--- src/rtl/binary_neighbor_noise_filter_unit_macros.svh ---
// Assertion macros shared by the noise filter modules.
`ifndef BINARY_NEIGHBOR_NOISE_FILTER_UNIT_MACROS_SVH
`define BINARY_NEIGHBOR_NOISE_FILTER_UNIT_MACROS_SVH

// Check a property on every rising clock edge outside reset.
`define BNNF_ASSERT(lbl, prop, msg) \
  lbl: assert property (@(posedge clk_i) disable iff (!rst_ni) prop) \
    else $error(msg);

// Check that a condition never occurs.
`define BNNF_NEVER(lbl, cond, msg) \
  `BNNF_ASSERT(lbl, !(cond), msg)

`endif

--- src/rtl/bnnf_pkg.sv ---
// Types, constants and filter functions of the binary neighbor noise filter.
package bnnf_pkg;

  localparam int unsigned MaxRows       = 64;
  localparam int unsigned ColW          = 64;
  localparam int unsigned ShW           = $clog2(ColW);
  localparam int unsigned HeightW       = 7;
  localparam int unsigned MinHeight     = 3;
  localparam int unsigned QueueDepthDef = 4;
  localparam int unsigned PAddrW        = 3;
  localparam int unsigned PDataW        = 32;

  localparam logic [HeightW-1:0] HeightReset = HeightW'(MaxRows);
  localparam logic               RegHeight   = 1'b0;

  typedef enum logic [1:0] {
    KindFirst,
    KindSecond,
    KindThird,
    KindSteady
  } kind_e;

  typedef struct packed {
    logic [ColW-1:0] column_bits;
    logic            last_column;
  } in_item_t;

  typedef struct packed {
    logic [ColW-1:0] filtered_bits;
    logic            final_column;
  } out_item_t;

  typedef struct packed {
    logic [ColW-1:0] col;
    logic            last;
    kind_e           kind;
  } entry_t;

  typedef struct packed {
    logic [ColW-1:0] row_mask;
    logic [ColW-1:0] int_mask;
  } masks_t;

  function automatic masks_t masks_from_height(input logic [HeightW-1:0] h);
    logic [HeightW-1:0] eff;
    logic [HeightW-1:0] top_row;
    masks_t             m;
    eff     = (h > HeightW'(MaxRows)) ? HeightW'(MaxRows) : h;
    top_row = eff - HeightW'(1);
    if (eff >= HeightW'(ColW)) begin
      m.row_mask = '1;
    end else begin
      m.row_mask = (ColW'(1) << eff[ShW-1:0]) - ColW'(1);
    end
    if (eff < HeightW'(MinHeight)) begin
      m.int_mask = '0;
    end else begin
      m.int_mask = m.row_mask & ~ColW'(1) & ~(ColW'(1) << top_row[ShW-1:0]);
    end
    return m;
  endfunction

  // Clear white pixels with a black vertical neighbor or black left and right.
  function automatic logic [ColW-1:0] pass_one(input logic [ColW-1:0] l,
                                               input logic [ColW-1:0] c,
                                               input logic [ColW-1:0] r,
                                               input logic [ColW-1:0] int_mask);
    logic [ColW-1:0] kill;
    kill = ~(c << 1) | ~(c >> 1) | (~l & ~r);
    return c & ~(int_mask & kill);
  endfunction

  // Clear isolated white pixels; a cleared pixel never enables its neighbor.
  function automatic logic [ColW-1:0] pass_two(input logic [ColW-1:0] l,
                                               input logic [ColW-1:0] c,
                                               input logic [ColW-1:0] r,
                                               input logic [ColW-1:0] int_mask);
    logic [ColW-1:0] kill;
    kill = c & ~(c << 1) & ~(c >> 1) & ~l & ~r;
    return c & ~(int_mask & kill);
  endfunction

endpackage

--- src/rtl/bnnf_queue.sv ---
// Short queue of classified columns between front and back.
`include "binary_neighbor_noise_filter_unit_macros.svh"

module bnnf_queue #(
  parameter int unsigned Depth = bnnf_pkg::QueueDepthDef
) (
  input  logic             clk_i,
  input  logic             rst_ni,
  input  logic             push_i,
  input  bnnf_pkg::entry_t entry_i,
  output logic             full_o,
  input  logic             pop_i,
  output logic             valid_o,
  output bnnf_pkg::entry_t entry_o
);
  import bnnf_pkg::*;

  localparam int unsigned PtrW = (Depth > 1) ? $clog2(Depth) : 1;
  localparam int unsigned CntW = $clog2(Depth + 1);

  entry_t          mem_q [Depth];
  logic [PtrW-1:0] wr_ptr_q, wr_ptr_d;
  logic [PtrW-1:0] rd_ptr_q, rd_ptr_d;
  logic [CntW-1:0] count_q, count_d;

  assign full_o  = (count_q == CntW'(Depth));
  assign valid_o = (count_q != '0);
  assign entry_o = mem_q[rd_ptr_q];

  always_comb begin
    wr_ptr_d = wr_ptr_q;
    rd_ptr_d = rd_ptr_q;
    count_d  = count_q;
    if (push_i) begin
      wr_ptr_d = (wr_ptr_q == PtrW'(Depth - 1)) ? '0 : wr_ptr_q + PtrW'(1);
    end
    if (pop_i) begin
      rd_ptr_d = (rd_ptr_q == PtrW'(Depth - 1)) ? '0 : rd_ptr_q + PtrW'(1);
    end
    if (push_i && !pop_i) begin
      count_d = count_q + CntW'(1);
    end else if (!push_i && pop_i) begin
      count_d = count_q - CntW'(1);
    end
  end

  always_ff @(posedge clk_i or negedge rst_ni) begin
    if (!rst_ni) begin
      wr_ptr_q <= '0;
      rd_ptr_q <= '0;
      count_q  <= '0;
    end else begin
      wr_ptr_q <= wr_ptr_d;
      rd_ptr_q <= rd_ptr_d;
      count_q  <= count_d;
    end
  end

  always_ff @(posedge clk_i) begin
    if (push_i) begin
      mem_q[wr_ptr_q] <= entry_i;
    end
  end

  `BNNF_ASSERT(a_count_bound, count_q <= CntW'(Depth), "queue count beyond depth")
  `BNNF_ASSERT(a_count_up, push_i && !pop_i |=> count_q == $past(count_q) + CntW'(1), "queue count did not advance")
  `BNNF_ASSERT(a_empty_ptrs, count_q == '0 |-> rd_ptr_q == wr_ptr_q, "empty queue with split pointers")

endmodule

--- src/rtl/bnnf_front.sv ---
// Input side: masks each column and tags it with its place in the image.
module bnnf_front (
  input  logic               clk_i,
  input  logic               rst_ni,
  input  logic               in_valid_i,
  output logic               in_stall_o,
  input  bnnf_pkg::in_item_t in_item_i,
  input  bnnf_pkg::masks_t   masks_i,
  input  logic               q_full_i,
  output logic               q_push_o,
  output bnnf_pkg::entry_t   q_entry_o
);
  import bnnf_pkg::*;

  kind_e seen_q, seen_d;
  logic  accept;

  assign in_stall_o = q_full_i;
  assign accept     = in_valid_i && !q_full_i;
  assign q_push_o   = accept;

  assign q_entry_o.col  = in_item_i.column_bits & masks_i.row_mask;
  assign q_entry_o.last = in_item_i.last_column;
  assign q_entry_o.kind = seen_q;

  always_comb begin
    seen_d = seen_q;
    if (accept) begin
      if (in_item_i.last_column) begin
        seen_d = KindFirst;
      end else begin
        unique case (seen_q)
          KindFirst:  seen_d = KindSecond;
          KindSecond: seen_d = KindThird;
          KindThird:  seen_d = KindSteady;
          KindSteady: seen_d = KindSteady;
          default:    seen_d = KindFirst;
        endcase
      end
    end
  end

  always_ff @(posedge clk_i or negedge rst_ni) begin
    if (!rst_ni) begin
      seen_q <= KindFirst;
    end else begin
      seen_q <= seen_d;
    end
  end

endmodule

--- src/rtl/bnnf_back.sv ---
// Output side: runs both filter passes and emits the columns they release.
`include "binary_neighbor_noise_filter_unit_macros.svh"

module bnnf_back (
  input  logic                clk_i,
  input  logic                rst_ni,
  input  logic                head_valid_i,
  input  bnnf_pkg::entry_t    head_i,
  output logic                pop_o,
  input  bnnf_pkg::masks_t    masks_i,
  output logic                out_valid_o,
  input  logic                out_stall_i,
  output bnnf_pkg::out_item_t out_item_o
);
  import bnnf_pkg::*;

  logic [ColW-1:0] op_q, op_d;
  logic [ColW-1:0] op2_q, op2_d;
  logic [ColW-1:0] fp_q, fp_d;
  logic [ColW-1:0] sp_q, sp_d;
  logic [1:0]      idx_q, idx_d;
  logic            out_vld_q, out_vld_d;
  out_item_t       out_q, out_d;

  logic [ColW-1:0] p1_mid, p2_mid, p2_out, p2_last;
  out_item_t       res0, res1, res2, cur;
  logic [1:0]      cnt;
  logic            out_ready;
  logic            load;

  assign out_valid_o = out_vld_q;
  assign out_item_o  = out_q;
  assign out_ready   = !out_vld_q || !out_stall_i;

  always_comb begin
    p1_mid  = pass_one(op2_q, op_q, head_i.col, masks_i.int_mask);
    p2_mid  = pass_two(sp_q, fp_q, p1_mid, masks_i.int_mask);
    p2_out  = (head_i.kind == KindThird) ? fp_q : p2_mid;
    p2_last = pass_two(p2_out, p1_mid, head_i.col, masks_i.int_mask);
  end

  always_comb begin
    res0 = '0;
    res1 = '0;
    res2 = '0;
    cnt  = 2'd0;
    unique case (head_i.kind)
      KindFirst: begin
        cnt  = head_i.last ? 2'd1 : 2'd0;
        res0 = '{filtered_bits: head_i.col, final_column: 1'b1};
      end
      KindSecond: begin
        cnt  = head_i.last ? 2'd2 : 2'd0;
        res0 = '{filtered_bits: op_q, final_column: 1'b0};
        res1 = '{filtered_bits: head_i.col, final_column: 1'b1};
      end
      KindThird, KindSteady: begin
        cnt  = head_i.last ? 2'd3 : 2'd1;
        res0 = '{filtered_bits: p2_out, final_column: 1'b0};
        res1 = '{filtered_bits: p2_last, final_column: 1'b0};
        res2 = '{filtered_bits: head_i.col, final_column: 1'b1};
      end
      default: cnt = 2'd0;
    endcase
    unique case (idx_q)
      2'd0:    cur = res0;
      2'd1:    cur = res1;
      default: cur = res2;
    endcase
  end

  always_comb begin
    pop_o = 1'b0;
    load  = 1'b0;
    idx_d = idx_q;
    if (head_valid_i) begin
      if (cnt == 2'd0) begin
        pop_o = 1'b1;
      end else if (out_ready) begin
        load = 1'b1;
        if (idx_q == cnt - 2'd1) begin
          pop_o = 1'b1;
          idx_d = 2'd0;
        end else begin
          idx_d = idx_q + 2'd1;
        end
      end
    end
  end

  always_comb begin
    op_d  = op_q;
    op2_d = op2_q;
    fp_d  = fp_q;
    sp_d  = sp_q;
    if (pop_o) begin
      unique case (head_i.kind)
        KindFirst: begin
          op_d = head_i.col;
        end
        KindSecond: begin
          fp_d  = op_q;
          op2_d = op_q;
          op_d  = head_i.col;
        end
        KindThird, KindSteady: begin
          sp_d  = p2_out;
          fp_d  = p1_mid;
          op2_d = op_q;
          op_d  = head_i.col;
        end
        default: op_d = op_q;
      endcase
    end
  end

  always_comb begin
    out_vld_d = out_vld_q;
    out_d     = out_q;
    if (load) begin
      out_vld_d = 1'b1;
      out_d     = cur;
    end else if (!out_stall_i) begin
      out_vld_d = 1'b0;
    end
  end

  always_ff @(posedge clk_i or negedge rst_ni) begin
    if (!rst_ni) begin
      idx_q     <= 2'd0;
      out_vld_q <= 1'b0;
    end else begin
      idx_q     <= idx_d;
      out_vld_q <= out_vld_d;
    end
  end

  always_ff @(posedge clk_i) begin
    op_q  <= op_d;
    op2_q <= op2_d;
    fp_q  <= fp_d;
    sp_q  <= sp_d;
    out_q <= out_d;
  end

  `BNNF_NEVER(a_idx_needs_head, !head_valid_i && idx_q != 2'd0, "partial item without head")
  `BNNF_ASSERT(a_idx_only_last, head_valid_i && idx_q != 2'd0 |-> head_i.last, "multi result item not last")
  `BNNF_ASSERT(a_last_is_final, pop_o && head_i.last |=> out_vld_q && out_q.final_column, "last item did not end final")

endmodule

--- src/rtl/binary_neighbor_noise_filter_unit.sv ---
// Top level of the binary neighbor noise filter with its register port.
//
// Columns of a binary image enter on in_valid_i/in_item_i, one per cycle while
// in_stall_o is low, bit j being row j and 1 meaning white. Filtered columns
// leave on out_valid_o/out_item_o. An item moves when valid is high and stall
// low. A column is output two columns after it enters; the column marked
// last_column flushes the rest of the image, the final one carrying
// final_column, and the next column starts a new image.
// An item is held in the queue, then its results in the output register.
// Throughput: one column per cycle while out_stall_i is low; a last column
// releases up to three results, one per cycle from the single output register.
// A four-entry queue holds columns while the output is stalled; when it is
// full, in_stall_o rises. The output holds its item while out_stall_i is high.
// Register image_height sits at byte address 0 (reset 64, values above 64
// act as 64); write it only while the block is empty.
// Reset empties the queue and output and starts a new image.
module binary_neighbor_noise_filter_unit #(
  parameter int unsigned QueueDepth = bnnf_pkg::QueueDepthDef
) (
  input  logic                              clk_i,
  input  logic                              rst_ni,
  input  logic                              in_valid_i,
  output logic                              in_stall_o,
  input  bnnf_pkg::in_item_t                in_item_i,
  output logic                              out_valid_o,
  input  logic                              out_stall_i,
  output bnnf_pkg::out_item_t               out_item_o,
  input  logic                              psel,
  input  logic                              penable,
  input  logic                              pwrite,
  input  logic [bnnf_pkg::PAddrW-1:0]       paddr,
  input  logic [bnnf_pkg::PDataW-1:0]       pwdata,
  output logic [bnnf_pkg::PDataW-1:0]       prdata,
  output logic                              pready
);
  import bnnf_pkg::*;

  logic [HeightW-1:0] height_q, height_d;
  masks_t             masks;
  logic               reg_hit;
  logic               q_push, q_full, q_pop, q_valid;
  entry_t             q_in, q_head;

  assign pready  = 1'b1;
  assign reg_hit = (paddr[PAddrW-1] == RegHeight);
  assign prdata  = reg_hit ? PDataW'(height_q) : '0;
  assign masks   = masks_from_height(height_q);

  always_comb begin
    height_d = height_q;
    if (psel && penable && pwrite && reg_hit) begin
      height_d = pwdata[HeightW-1:0];
    end
  end

  always_ff @(posedge clk_i or negedge rst_ni) begin
    if (!rst_ni) begin
      height_q <= HeightReset;
    end else begin
      height_q <= height_d;
    end
  end

  bnnf_front u_front (
    .clk_i      (clk_i),
    .rst_ni     (rst_ni),
    .in_valid_i (in_valid_i),
    .in_stall_o (in_stall_o),
    .in_item_i  (in_item_i),
    .masks_i    (masks),
    .q_full_i   (q_full),
    .q_push_o   (q_push),
    .q_entry_o  (q_in)
  );

  bnnf_queue #(
    .Depth (QueueDepth)
  ) u_queue (
    .clk_i   (clk_i),
    .rst_ni  (rst_ni),
    .push_i  (q_push),
    .entry_i (q_in),
    .full_o  (q_full),
    .pop_i   (q_pop),
    .valid_o (q_valid),
    .entry_o (q_head)
  );

  bnnf_back u_back (
    .clk_i        (clk_i),
    .rst_ni       (rst_ni),
    .head_valid_i (q_valid),
    .head_i       (q_head),
    .pop_o        (q_pop),
    .masks_i      (masks),
    .out_valid_o  (out_valid_o),
    .out_stall_i  (out_stall_i),
    .out_item_o   (out_item_o)
  );

endmodule

--- config.mk ---
export PLATFORM = sky130hd
export DESIGN_NAME = binary_neighbor_noise_filter_unit
export DESIGN_NICKNAME = d
export VERILOG_FILES = /design/src/rtl/bnnf_pkg.sv /design/src/rtl/bnnf_queue.sv /design/src/rtl/bnnf_front.sv /design/src/rtl/bnnf_back.sv /design/src/rtl/binary_neighbor_noise_filter_unit.sv
export VERILOG_INCLUDE_DIRS = /design/src /design/src/rtl
export SDC_FILE = /design/constraint.sdc
export NUM_CORES = 1
export LEC_CHECK = 0
export ABC_AREA = 1
export BUFFER_PORTS_ARGS = -buffer_cell sky130_fd_sc_hd__clkbuf_2
export CELL_PAD_IN_SITES_DETAIL_PLACEMENT = 1
export CELL_PAD_IN_SITES_GLOBAL_PLACEMENT = 2
export CORE_MARGIN = 2
export CORE_UTILIZATION = 42
export CTS_CLUSTER_SIZE = 25
export DETAILED_ROUTE_END_ITERATION = 12
export PLACE_DENSITY = 0.86
export SKIP_LAST_GASP = 1
export SLEW_MARGIN = 20
export SYNTH_ARGS = -nofsm -noshare
export SYNTH_HDL_FRONTEND = slang
export SYNTH_SLANG_ARGS = --single-unit
--- constraint.sdc ---
create_clock -name clk_i -period 25.1 [get_ports clk_i]
set_input_delay 1.255 -clock clk_i [delete_from_list [all_inputs] [get_ports clk_i]]
set_output_delay 1.255 -clock clk_i [all_outputs]
set_load 0.1 [all_outputs]
# After elaboration in Yosys (flattened, before gate mapping)
# Memory sizes are Yosys's and may differ from the RTL's.
# Index checks and enable logic that the tools add are counted.
dict set report word_totals {
  regBits 340
  ramBits 268
  in_bits 107
  out_inout_bits 100
  elab_cells 135
  memories 1
}
dict set report op_classes {
  n_addsub 8
  n_lt_le_gt_ge 3
  eq_ne 12
  shift 2
  n_mux 33
  bitwise_logic 36
  reduce_logical 27
}
# name words word_bits rd rd_clocked_by_memory_dff write_ports line_no
set mem_list {}
lappend mem_list {u_queue.mem_q 4 67 1 0 1 bnnf_queue.sv:21} ;# entry_t mem_q [Depth];
# cell n
set op_table {}
lappend op_table {{64-bit bitwise AND} 17}
lappend op_table {{64-bit inverter} 12}
lappend op_table {{65-bit one-hot mux with 2 select lines} 2}
lappend op_table {{64-bit 2-to-1 mux} 4}
lappend op_table {{65-bit one-hot mux with 3 select lines} 1}
lappend op_table {{63-bit inverter with 64-bit output} 3}
lappend op_table {{64-bit bitwise OR} 2}
lappend op_table {{64-bit one-hot mux with 2 select lines} 1}
lappend op_table {{1-bit by 6-bit << shifter with 64-bit output (first input constant)} 2}
lappend op_table {{65-bit 2-to-1 mux} 1}
lappend op_table {{64-bit by 2-bit subtractor with 64-bit output (second input constant)} 1}
lappend op_table {{7-bit 2-to-1 mux} 2}
lappend op_table {{2-bit == test (second input constant)} 6}
lappend op_table {{1-bit 2-to-1 mux} 12}
lappend op_table {{2-bit 2-to-1 mux} 6}
lappend op_table {{2-bit one-hot mux with 3 select lines} 2}
lappend op_table {{2-bit zero test} 4}
lappend op_table {{7-bit >= comparator (second input constant)} 1}
lappend op_table {{7-bit greater-than comparator (second input constant)} 1}
lappend op_table {{7-bit by 2-bit less-than comparator with 1-bit output (second input constant)} 1}
lappend op_table {{2-bit by 1-bit adder with 2-bit output (second input constant)} 3}
lappend op_table {{2-bit by 1-bit == test with 1-bit output (second input constant)} 3}
lappend op_table {{1-bit logical AND} 6}
lappend op_table {{3-bit 2-to-1 mux} 2}
lappend op_table {{other kinds (17)} 26}

# Logic depth before layout (Yosys ltp)
# Gate-level depths: netlist (run 1).
dict set report depth {
  depth_word 24
  depth_mapped 27
  mapped_depth_nobuf 25
}

# Cells and area by module
# From an unflattened synthesis (run 1), not the netlist that was laid out.
dict set report unflattened {
  hier_cells 4007
  area_unflattened_um2 33599.7
}
# module n_inst cells_per_inst area_per_inst_um2 seq_area_each_um2
set by_module_without_submodules {}
lappend by_module_without_submodules {bnnf_back 1 2193 17541.8 9654.3}
lappend by_module_without_submodules {bnnf_queue 1 835 11409.7 8222.9}
lappend by_module_without_submodules {binary_neighbor_noise_filter_unit 1 833 4040.1 176.4}
lappend by_module_without_submodules {bnnf_front 1 146 608.1 50.0}

# Worst setup path before layout (run 1)
# No wires, ideal clock.
dict set report synth_path {
  path_kind {reg2reg}
  start {register u_queue.rd_ptr_q[1]}
  end {register u_back.fp_q[0], enable pin}
  setup_time_ps 613
  arrival_ps 7529
  t_required_ps 24487
  setup_slack_ps 16959
  path_stages_with_launch 14
  path_buffers 2
  synth_period_minus_slack_ps 8141
  path_cell_list {dfrtp_1 clkbuf_1 inv_2 a32oi_1 inv_1 nand2_1 clkbuf_1 nand2_1 ha_1 xor2_1 nand3_1 o21bai_1 nand2_1 nor2_1}
}
dict set report synth_via {
  elab_chain_cells 11
  elab_cells_between_ends 19
  classes_between {1 x add/sub; 4 x eq/ne; 8 x mux; 5 x reduce/logical; 1 x memory}
}
# element line_no
set synth_lines {}
lappend synth_lines {{from (decl)} bnnf_queue.sv:23} ;# logic [PtrW-1:0] rd_ptr_q, rd_ptr_d;
lappend synth_lines {{from (signal assigned)} bnnf_queue.sv:54} ;# rd_ptr_q <= rd_ptr_d;
lappend synth_lines {{memory read 4 x 67 bit *} n/a}
lappend synth_lines {{2-bit == test} {bnnf_back.sv:47, bnnf_back.sv:97}}
lappend synth_lines {{2-bit OR reduction} {bnnf_back.sv:47, bnnf_back.sv:97}}
lappend synth_lines {{2-bit one-hot mux with 3 select lines} bnnf_back.sv:47} ;# unique case (head_i.kind)
lappend synth_lines {{2-bit by 1-bit subtractor with 2-bit output} bnnf_back.sv:81} ;# if (idx_q == cnt - 2'd1) begin
lappend synth_lines {{2-bit == test} bnnf_back.sv:81}
lappend synth_lines {{1-bit 2-to-1 mux} bnnf_back.sv:81}
lappend synth_lines {{1-bit 2-to-1 mux} bnnf_back.sv:79} ;# end else if (out_ready) begin
lappend synth_lines {{1-bit 2-to-1 mux} bnnf_back.sv:77} ;# if (cnt == 2'd0) begin
lappend synth_lines {{1-bit 2-to-1 mux} bnnf_back.sv:76} ;# if (head_valid_i) begin
lappend synth_lines {{2-bit AND reduction (no source line) *} n/a}
lappend synth_lines {{to (signal assigned)} bnnf_back.sv:141} ;# fp_q <= fp_d;
lappend synth_lines {{to (decl)} bnnf_back.sv:19} ;# logic [ColW-1:0] fp_q, fp_d;
# Mark *: on every way between the ends. The rest lies on a longest branch, timed or not.
# A chain may end at the register's enable or synchronous reset.

==> impl_metrics.csv, run 1 <==
group,metric,value,unit
critical_path,worstPathRequired,25440,ps
global_route,grt_antenna_before_repair,8,
timing,timing.final.crit_period,5571,ps
timing,achievable-frequency,0.1795,GHz
timing,post_route_skew,29.73,ps
synth,synth_commonest_cells,"nand2_1, edfxtp_1, inv_1",
clock_tree,cts-root-to-sink-buffers,3,
critical_path,number_of_buffer_and_inverter_stages_on_the_critical_path,5,
critical_path,path_common_cell,"nand2_1",
die,initial_core_util,42.41,%
critical_path,worstSetupPathType,"reg2reg",
clock_tree,clock_sinks,604,
critical_path,timing.reg2reg.setup_slack,19530,ps
clock_tree,cts_buffers,71,
worst_hold_path,timing.hold.worst.start,"u_back.op_q[1]",
timing,grt_setup_unrepaired,"no",
timing,timing_worst_slew_pin_value,1159,ps
final_layout,nFillCells,8596,
placed_design,gpl.final_weighted_congestion,0.9734,
clock_tree,clkSlewWorstSetupHoldPaths,60,ps
job,max_cap_viol_count,0,
die,design.core.area,74320,um2
timing,setup-violations-final,0,
critical_path,crit-reg2reg-capture,"u_back.out_item_o[61]",
drt,detail_route.wl_per_cell,27.31,um
global_route,globalRoute.totalOverflow,0,
critical_path,rr_worst_depth,15,
drt,initialDrtViolationCount,3182,
synth,postSynthAreaPerCell,9.059,um2
clock_tree,post-cts-setup-buffers,0,
die,die_height,277.9,um
synth,main_flop_type_after_synthesis,"edfxtp_1",
synth,synth_top_cells_by_area,"edfxtp_1, nand2_1, inv_1",
critical_path,critical_path.startpoint_type,"flip-flop",
synth,yosysMostFrequentCell,"nand2_1",
synth,synth-warning-count,0,
synth,synth_cell_type_count,64,
placed_design,hpwl,89400,um
synth,mapped_cells,3479,
global_route,number_of_global_route_vias_before_repair,28160,
clock_tree,cts-resized-gates,0,
final_layout,seqCellArea,18050,um2
synth,synthDominantCellAreaShare,55.74,%
clock_tree,cts_tree,"done",
clock_tree,cts-hold-fix-buffers,0,
drt,drcViolationCount,0,
critical_path,crit_chain,"inv_4, buf_4, nand3_1, nand2_4, buf_4, nor2_4, buf_4, inv_1, nand3_1, nor3_1, nand2_1, nand2_1, nand2_1, a22oi_1, nand2_1",
die,die_area,77250,um2
synth,yosysTopAreaCell,"edfxtp_1",
worst_hold_path,worstHoldPathType,"reg2reg",
final_layout,final_nets,3727,
die,die_width,277.9,um
critical_path,critical_path.startpoint,"u_queue.rd_ptr_q[1]",
synth,synth-edff-count,585,
timing,totalNegativeSetupSlack,0,ps
timing,final_critical_path_share_of_the_clock_period,22.20,%
timing,relSlewSlack,22.67,%
critical_path,r2r_start,"u_queue.rd_ptr_q[1]",
synth,postSynthRegisterBits,604,
outcome,outcome,"complete, no violations",
global_route,grt_first_pass_wirelength,185200,um
clock_tree,worstSkewPairLatency,640,ps
synth,asyncSetResetFlopFracSynth,3.146,%
drt,ant_nets,0,
critical_path,crit_path_end_kind,"flip-flop",
drt,totalWireLength,126600,um
critical_path,critPathMaxFanout,67,
drt,routed-via-count,27760,
global_route,maximum_number_of_pins_on_one_net_before_global_route_repair,127,
final_layout,growth_of_design_area_from_synthesis_to_finish,13.09,%
timing,slew_viol_final,0,
placed_design,placement.io_buffers,153,
die,top_level_ports,207,
synth,synth_seq_area_share,57.25,%
final_layout,multi_input_area,11330,um2
global_route,grt.total_usage,32.47,%
critical_path,cpPeakStageDelay,780,ps
synth,netlist_area,31520,um2
drt,drt_first_pass_iters,5,
critical_path,worst_ep_arrival_time,5910,ps
clock_tree,clock_tree.htree_level_count,3,
worst_hold_path,timing.hold.worst_path_depth,0,
drt,via_per_inst,5.986,
timing,hold_violations,0,
worst_hold_path,worstHoldEndpoint,"u_back.op2_q[1]",
final_layout,drive_gt1_share,11.33,%
critical_path,worst_path_dominant_cell_family,"buffers and inverters",
die,floorplan.rows,100,
clock_tree,library_cell_used_as_clock_root_buffer,"clkbuf_16",
critical_path,slowest_stage,"buf_4",
==> how the worst max path moves through the flow <==
| stage | end | cells after the start |
|---|---|---|
| floorplan | u_back.fp_q[0] | 13 |
| global placement | u_back.out_item_o[59] | 17 |
| CTS | u_back.out_item_o[59] | 17 |
| global route | u_back.op_q[30] | 13 |
| detailed placement | u_back.out_item_o[59] | 17 |
| finish | u_back.out_item_o[61] | 15 |
==> registers in the layout, indices dropped and copies added, names as in the netlist <==
| signal | flops |
|---|---|
| u_front.seen_q | 2 |
| u_queue.wr_ptr_q | 2 |
| u_back.out_item_o | 65 |
| u_back.op2_q | 62 |
| u_queue.rd_ptr_q | 2 |
| u_back.op_q | 64 |
| height_q | 7 |
| u_back.sp_q | 62 |
| u_queue.count_q | 3 |
| u_back.fp_q | 64 |
| u_back.out_valid_o | 1 |
| u_back.idx_q | 2 |
| u_queue.mem_q | 268 |
==> placed cells by master, fill, tap and decap left out, drive strengths merged, types with 16 or more instances in the layout <==
master    n
a32oi    49
nor4     47
dfrtp    18
nor3     47
and3     16
o22ai    29
o21ai   165
nor2    374
nand2   942
nand3   223
a21oi   109
a22oi    28
clkbuf  240
conb     26
o211ai   71
nand4    76
edfxtp  585
buf      41
clkinv   29
inv     420
==> stage by stage <==
step | worst slack [ps] | instances | instance area (um2) | util (%) | hold WS [ps]
after floorplan | 16960 | 3503 | 31610 | - | 450.1
after global placement | 19680 | 4504 | 33230 | 44.71 | 470.9
after detailed placement | 19600 | 4504 | 33240 | 44.73 | 478.4
after CTS | 19600 | 4632 | 35610 | 47.92 | 475.5
after global routing | 19310 | 4633 | 35630 | 47.94 | 494.3
final | 19530 | 4637 | 35640 | 47.96 | 472.4
==> cell type report <==
| class | instances | area share (%) |
|---|---|---|
| sequential | 604 | 50.63 |
| multi-input combinational | 2320 | 31.78 |
| clock buffer | 87 | 5.301 |
| inverter | 418 | 4.423 |
| tap | 969 | 3.402 |
| timing repair buffer | 194 | 3.082 |
| clock inverter | 41 | 1.351 |
| antenna | 4 | 0.02808 |
==> routing by layer <==
layer	track usage [%]	vias to the layer above	part of all wire, %
met2	50.35	1226	45
met1	44.98	14040	43
li1	-	12240	-
met5	0	-	0.043
met3	6.850	254	8.5
met4	11.89	4	3.6
==> cell families after synthesis <==
| family | Yosys count | share of synthesized area (%) |
|---|---|---|
| AOI/OAI and AO/OA | 527 | 10.73 |
| xor gates and xnor gates | 3 | 0.08338 |
| adders and majority gates | 11 | 0.4605 |
| buffers and inverters | 579 | 7.384 |
| DFF | 604 | 57.25 |
| muxes | 1 | 0.03573 |
| other | 2 | 0.02383 |
| and+or+nand+nor | 1752 | 24.04 |
==> worst register-to-register path, stage by stage (launching register included) <==
cell	delay, ps
dfrtp_1	400
inv_4	470
buf_4	780
nand3_1	290
nand2_4	170
buf_4	760
nor2_4	320
buf_4	440
inv_1	650
nand3_1	190
nor3_1	220
nand2_1	80
nand2_1	110
nand2_1	60
a22oi_1	170
nand2_1	190
Power of run 1 is left out: the tool's default activity adds up to more than one toggle a clock period on the data nets, which glitch-free logic cannot reach.
==> run 2: changes to the inputs <==
ABC_AREA = 0   (was 1)
CORE_UTILIZATION = 38   (was 42)
PLACE_DENSITY = 0.76   (was 0.86)
clock period = 4.9 ns   (was 25.1 ns; I/O delays follow)
==> impl_metrics.csv, run 2 <==
group,metric,value,unit
outcome,outcome,"complete, no violations",
final_layout,top_reg_by_flops,"u_queue.mem_q",
global_route,grt_first_pass_wirelength,170900,um
timing,timing_worst_slew_pin_value,1244,ps
clock_tree,cts-resized-gates,0,
timing,achievable-frequency,0.2400,GHz
critical_path,r2r_start,"height_q[6]",
drt,routed-via-count,23740,
synth,synthDominantCellAreaShare,57.77,%
timing,post_route_skew,29.99,ps
die,initial_core_util,38.43,%
placed_design,gpl.final_weighted_congestion,0.9152,
critical_path,rr_worst_depth,8,
critical_path,crit-reg2reg-capture,"u_back.out_item_o[61]",
die,die_width,286.9,um
drt,drcViolationCount,0,
critical_path,worstPathRequired,5260,ps
timing,final_critical_path_share_of_the_clock_period,85.02,%
drt,initialDrtViolationCount,2989,
critical_path,critical_path_cell_count,8,
synth,synth_cell_type_count,110,
placed_design,placement.io_buffers,153,
synth,postSynthRegisterBits,604,
die,die_height,286.9,um
worst_hold_path,timing.hold.worst_path_depth,2,
synth,main_flop_type_after_synthesis,"edfxtp_1",
synth,synth_commonest_cells,"edfxtp_1, nand2_1, nor2_1",
drt,detail_route.wl_per_cell,31.90,um
critical_path,cpPeakStageDelay,860,ps
critical_path,critical_path.startpoint_type,"flip-flop",
die,design.core.area,79130,um2
clock_tree,clock_sinks,604,
drt,totalWireLength,118700,um
synth,synth_seq_area_share,59.34,%
synth,asyncSetResetFlopFracSynth,3.146,%
die,die_area,82300,um2
clock_tree,cts_buffers,68,
timing,totalNegativeSetupSlack,0,ps
final_layout,drive_gt1_share,18.27,%
timing,relSlewSlack,16.16,%
synth,synth-edff-count,585,
synth,postSynthAreaPerCell,12.41,um2
placed_design,hpwl,83070,um
drt,drt_first_pass_iters,6,
timing,grt_setup_unrepaired,"no",
final_layout,final_nets,2735,
synth,yosysTopAreaCell,"edfxtp_1",
job,max_cap_viol_count,0,
synth,yosysMostFrequentCell,"edfxtp_1",
synth,netlist_area,30410,um2
critical_path,crit_chain,"buf_4, buf_4, and4bb_1, nor3_1, a211oi_2, o21ai_1, nand4_1, a311o_1",
critical_path,worst_ep_arrival_time,4520,ps
worst_hold_path,timing.hold.worst.start,"in_item_i[64]",
critical_path,path_common_cell,"buf_4",
timing,setup-violations-final,0,
final_layout,num_antenna_cells,0,
final_layout,mostFrequentLayoutCells,"edfxtp_1, nand2_1, clkbuf_2, nor2_1, a21oi_1",
die,floorplan.rows,103,
clock_tree,cts_tree,"done",
critical_path,critPathMaxFanout,31,
clock_tree,library_cell_used_as_clock_root_buffer,"clkbuf_16",
global_route,number_of_global_route_vias_before_repair,23780,
global_route,grt.total_usage,28.43,%
global_route,globalRoute.totalOverflow,0,
synth,mapped_cells,2451,
synth,synth-warning-count,0,
critical_path,timing.reg2reg.setup_slack,730,ps
final_layout,layout_commonest_cell,"edfxtp_1",
clock_tree,cts-root-to-sink-buffers,3,
drt,via_per_inst,6.381,
critical_path,crit_path_end_kind,"flip-flop",
timing,slew_viol_final,0,
timing,timing.final.crit_period,4166,ps
synth,synth_top_cells_by_area,"edfxtp_1, mux4_2, nand2_1",
final_layout,growth_of_design_area_from_synthesis_to_finish,14.69,%
die,top_level_ports,207,
worst_hold_path,worstHoldEndpoint,"u_queue.mem_q[3][66]",
clock_tree,post-cts-setup-buffers,0,
critical_path,number_of_buffer_and_inverter_stages_on_the_critical_path,2,
final_layout,max_reg_flops,268,
critical_path,worstSetupPathType,"reg2reg",
drt,ant_nets,0,
global_route,maximum_number_of_pins_on_one_net_before_global_route_repair,109,
clock_tree,clkSlewWorstSetupHoldPaths,70,ps
clock_tree,clock_tree.htree_level_count,3,
timing,hold_violations,0,
worst_hold_path,worstHoldPathType,"in2reg",
critical_path,worst_path_dominant_cell_family,"simple AND/OR/NAND/NOR gates",
clock_tree,worstSkewPairLatency,630,ps
global_route,grt_antenna_before_repair,6,
critical_path,slowest_stage,"dfstp_4",
==> run 2: cell count changes in the layout (fill, tap and decap cells not counted), moves of 32 or more <==
cell / delta
a31oi_1: +39
a32oi_1: -45
buf_4: +32
inv_1: -346
mux4_2: +66
nand2_1: -668
nand3_1: -150
nand4_1: -59
nor2_1: -208
o21a_1: +38
o21ai_0: -45
o31a_1: +42
==> run 2: worst reg2reg max path, stage by stage, from the launching register on <==
cell	delay, ps
dfstp_4	860
buf_4	440
buf_4	400
and4bb_1	370
nor3_1	610
a211oi_2	300
o21ai_1	340
nand4_1	150
a311o_1	410
==> run 2: worst max path at each step <==
stage / from / end / slack, ps
floorplan: u_queue.rd_ptr_q[0] / u_back.fp_q[0] / 30
global placement: height_q[1] / u_back.out_item_o[53] / 900
detailed placement: height_q[6] / u_back.out_item_o[61] / 880
CTS: height_q[6] / u_back.out_item_o[61] / 830
global route: height_q[6] / u_back.out_item_o[60] / 520
finish: height_q[6] / u_back.out_item_o[61] / 730
==> run 2: cell type report <==
| class | count | area (um2) |
|---|---|---|
| Clock buffer | 82 | 1794 |
| Multi-Input combinational cell | 1638 | 11400 |
| Tap cell | 1050 | 1314 |
| Timing Repair Buffer | 248 | 1629 |
| Sequential cell | 604 | 18060 |
| Fill cell | 8295 | 44250 |
| Clock inverter | 42 | 459.2 |
| Inverter | 57 | 214.0 |
==> run 2: stage by stage <==
stage               hold WS [ps]  instance area (um2)  setup slack (ps)  util (%)  cells
floorplan                 -50.59                30520             32.64         -   2475
global placement           266.8                32470             901.5     41.04   3582
detailed placement         286.1                32470             884.4     41.04   3582
CTS                        3.295                34870             834.9     44.07   3721
global route               19.39                34870             524.0     44.07   3721
finish                     21.56                34870             734.1     44.07   3721
==> run 2: logic make-up (layout without fill, tap and decap cells) <==
family / count (synthesis) / in the layout / share of synthesized area (%)
buffers and inverters: 233 / 429 / 3.687
AND/OR/NAND/NOR: 757 / 757 / 12.67
XOR/XNOR: 15 / 15 / 0.4321
other: 2 / 26 / 0.02470
adder cells (fa/ha/maj): 11 / 11 / 0.4773
flip-flops: 604 / 604 / 59.34
multiplexers: 109 / 109 / 6.411
AO/OA/AOI/OAI: 720 / 720 / 16.96
==> run 2: per-layer routing <==
metal	share of wire, %	track usage (%)	routed length (um)
met2	45	43.08	52940
met5	0	0	0
met3	8.0	4.325	9507
met1	44	41.87	52650
met4	3.0	9.049	3602
==> run 2: timing repair <==
action	CTS	global route
endpoints found under the hold margin	52	0
setup endpoints to repair	0	0
hold buffers	15	0
Power of run 2 is left out for the same reason.
